==> src/assert_macros.svh <==
// assertion macros used by the checker top level
`ifndef ASSERT_MACROS_SVH
`define ASSERT_MACROS_SVH

// property checked at every rising edge outside reset
`define PSC_ASSERT(lbl, clk, rst_n, prop, msg) \
    lbl: assert property (@(posedge clk) disable iff (!rst_n) (prop)) else $error(msg);

// condition that must never be seen outside reset
`define PSC_NEVER(lbl, clk, rst_n, cond, msg) \
    `PSC_ASSERT(lbl, clk, rst_n, !(cond), msg)

`endif

==> src/psc_ram.sv <==
// generic single write port ram with registered read
`timescale 1ns / 1ps

module psc_ram #(
    parameter int WIDTH = 8,
    parameter int DEPTH = 16,
    parameter int AW    = (DEPTH > 1) ? $clog2(DEPTH) : 1
) (
    input  logic             i_clk,
    input  logic             i_we,
    input  logic [AW-1:0]    i_waddr,
    input  logic [WIDTH-1:0] i_wdata,
    input  logic             i_re,
    input  logic [AW-1:0]    i_raddr,
    output logic [WIDTH-1:0] o_rdata
);

    logic [WIDTH-1:0] r_mem [DEPTH];
    logic [WIDTH-1:0] r_rdata;

    always_ff @(posedge i_clk) begin
        if (i_we) begin
            r_mem[i_waddr] <= i_wdata;
        end
        if (i_re) begin
            r_rdata <= r_mem[i_raddr];
        end
    end

    assign o_rdata = r_rdata;

endmodule

==> config.mk <==
export PLATFORM = sky130hd
export DESIGN_NAME = psc_ram
export DESIGN_NICKNAME = d
export VERILOG_FILES = /design/src/assert_macros.svh /design/src/psc_ram.sv
export SDC_FILE = /design/constraint.sdc
export NUM_CORES = 1
export LEC_CHECK = 0
export ABC_AREA = 1
export BUFFER_PORTS_ARGS = -buffer_cell sky130_fd_sc_hd__buf_2
export CAP_MARGIN = 20
export CORE_ASPECT_RATIO = 1.4
export CORE_MARGIN = 1
export CORE_UTILIZATION = 60
export CTS_CLUSTER_DIAMETER = 50
export DETAILED_ROUTE_END_ITERATION = 8
export PLACE_DENSITY = 0.78
export SYNTH_ARGS = -nofsm -noshare
export SYNTH_HDL_FRONTEND = slang
export SYNTH_SLANG_ARGS = --single-unit
==> constraint.sdc <==
create_clock -name i_clk -period 3.82 [get_ports i_clk]
set_clock_uncertainty 0.1 [all_clocks]
set_input_delay 0.573 -clock i_clk [delete_from_list [all_inputs] [get_ports i_clk]]
set_output_delay 0.573 -clock i_clk [all_outputs]
set_load 0.02 [all_outputs]
==> impl_metrics.ini <==
[status]
status = finished clean

[grt]
globalRoute.totalOverflow = 0
grt_pass1_vias = 3801
track_usage_pct = 27.21
grt_max_degree = 65
antenna_found_initial = 0
grt_pass1_wl_um = 19960

[synth]
synth-seq-cells = 136
synthCells = 551
synth_top_family_by_area = simple AND/OR/NAND/NOR gates
synth_fp_nets = 570
ys_warn_count = 0
synthXorXnorAreaFrac_pct = 0
synthSimpleGateAreaFrac_pct = 20.76
syn_avg_cell_area_sq_um = 10.61
synthAdderAreaFrac_pct = 0
ys_seq_area_share_pct = 69.85
synth.area.mux_share_pct = 0
syn-cell-area_sq_um = 5847
synth-compound-area-share_pct = 0
synth_cell_type_count = 11

[power_and_ir_drop]
switching_power_w = 0.0007492
p_clk_share_pct = 44.9
power_frac_comb_pct = 5.8
p_seq_share_pct = 49.3
intPower_w = 0.002684
p_per_area_nw_per_um2 = 526.6
p_leak_nw = 2.807
ir_worst_vdd_uv = 388.3
switching_share_pct = 21.82

[cts]
cts.clk_slew.worst_paths_ns = 0.06
clk_path_buf_depth = 2
cts_tree = yes
h-tree-depth = 4
insertion_delay_ns = 0.41
clock_sinks = 136
post_cts_buffers = 0
post_cts_resized = 0
hold_buffers = 0
cts-root-buf = clkbuf_16
cts_buffers = 17

[worst_setup_path]
arrival_ns = 2.12
critPathLaunchType = input pin
crit_required_ns = 3.88
crit_type = in -> reg
cpPeakStageDelay_ns = 0.52
crit_family = buffers and inverters
slowest_stage = buf_2
crit_fanout = 33
path_cells = buf_2 > inv_2 > nand3_1 > nand3_1 > nand3_1 > nand2_1
crit_top_cell = nand3_1
end_kind = flop
critPathBufInv = 2

[route]
routed_wirelength_um = 12610
drc = 0
drt-pass1-iter-count = 5
via_per_inst = 5.588
drtAntennaViolNets = 0
wl_per_cell_um = 18.11
via_count = 3889
drt_iter0_drc = 495

[sta]
period_share_pct = 53.81
period_needed_ns = 2.056
slew_viol_final = 0
slew_headroom_pct = 27.87
fin_tns_setup_ns = 0
worstMarginPinSlew_ns = 1.080
finalWorstSetupSlack_ns = 1.764
setup_viol = 0
grt_setup_unrepaired = no
timing.hold.ws_ns = 0.4330
finalHoldViolCount = 0
max_freq_ghz = 0.4865

[floorplan]
die_w_um = 85.43
fp-row-count = 42
io_pins = 27
core_sq_um = 9459
dieArea_sq_um = 10150
start_util_pct = 61.81
die_h_um = 118.8

[finish]
multi_input_area_sq_um = 1214
fill_cells = 686
ff_latch_area_sq_um = 4084
layout-drive-gt1-share_pct = 10.07
antenna_cells = 0
area_delta_synth_final_pct = 11.49
fin_cells = 696
fin_nets = 592

[job]
max_cap_viol_count = 0

[placed_design]
placedCellCount = 664
post-place-ws_ns = 1.359
dp_hpwl_um = 7544
port-buffer-count = 26
finalWeightedCongestion = 0.9234

[min_path]
hp-class = in -> reg
[cell families (layout without fill, tap and decap cells)]
group	Yosys count	after routing
buffers and inverters	126	161
DFF	136	136
and+or+nand+nor	289	289
[metal layers]
metal  GRT usage (%)  share of wire, %  wire length (um)  up-vias
met5               0                 0                 0        -
met2           44.60                51              6421      232
li1                -                 -                 -     1825
met3           5.447               8.5              1077       28
met4           12.92               2.3               295        0
met1           34.73                38              4812     1804
[path summary, 6_finish.rpt]
check                                             from                    to  slack, ns  cells past startpoint
worst max-delay path                        i_raddr[1]  o_rdata[1]$_DFFE_PP_       1.76                      6
worst max register to register   r_mem[4][7]$_DFFE_PP_  o_rdata[7]$_DFFE_PP_       2.52                      6
worst min-delay path                              i_re  o_rdata[3]$_DFFE_PP_       0.43                      1
worst min register to register  r_mem[13][1]$_DFFE_PP_  o_rdata[1]$_DFFE_PP_       0.66                      6
[synthesized netlist by cell type]
master,instances,area (sq um)
buf_1,1,3.750
buf_2,13,65.06
buf_4,4,30.03
buf_6,6,67.56
edfxtp_1,136,4084
inv_1,100,375.4
inv_2,2,7.510
nand2_1,173,649.4
nand3_1,97,485.5
nand3b_1,2,15.01
nor2_1,17,63.81
[registers in the layout (all words and copies together) (netlist names)]
name,cells
r_mem,128
o_rdata,8
[per-stage QoR]
stage | total power, W | instance area, sq um | util [%]
after detailed placement | 0.001917 | 5956 | 62.96
final | 0.003433 | 6519 | 68.92
after global routing | 0.003523 | 6519 | 68.92
after CTS | 0.003430 | 6519 | 68.92
after global placement | 0.001912 | 5956 | 62.96
after floorplan | 0.001847 | 5847 | -
[placed cells by master (no fill, tap or decap)]
cell        synthesis  layout
clkbuf_1            0       1
buf_2              13      26
bufinv_16           0       2
clkinv_2            0       6
clkbuf_16           0      17
nand3b_1            2       2
clkinv_1            0       1
inv_1             100     100
clkinv_4            0       2
nand2_1           173     173
edfxtp_1          136     136
inv_2               2       2
nor2_1             17      17
buf_4               4       1
clkinvlp_4          0       3
nand3_1            97      97
[layout make-up]
type	instances	share of cell area [%]
clock inverters	14	2.054
multi-input cells	289	18.62
well taps	110	2.111
flip-flops and latches	136	62.65
inverters	102	5.873
repair buffers	27	2.111
clock buffers	18	6.584
[power groups by stage]
stage          sequential, W  clock, W  combinational, W
3_5_place_dp         0.00172         0          0.000195
5_1_grt              0.00169   0.00161          0.000218
2_1_floorplan        0.00173         0          0.000118
6_report             0.00169   0.00154          0.000199
4_1_cts              0.00169   0.00154          0.000197
3_3_place_gp         0.00172         0          0.000191
No activity file was read; power rests on OpenSTA's default activity.
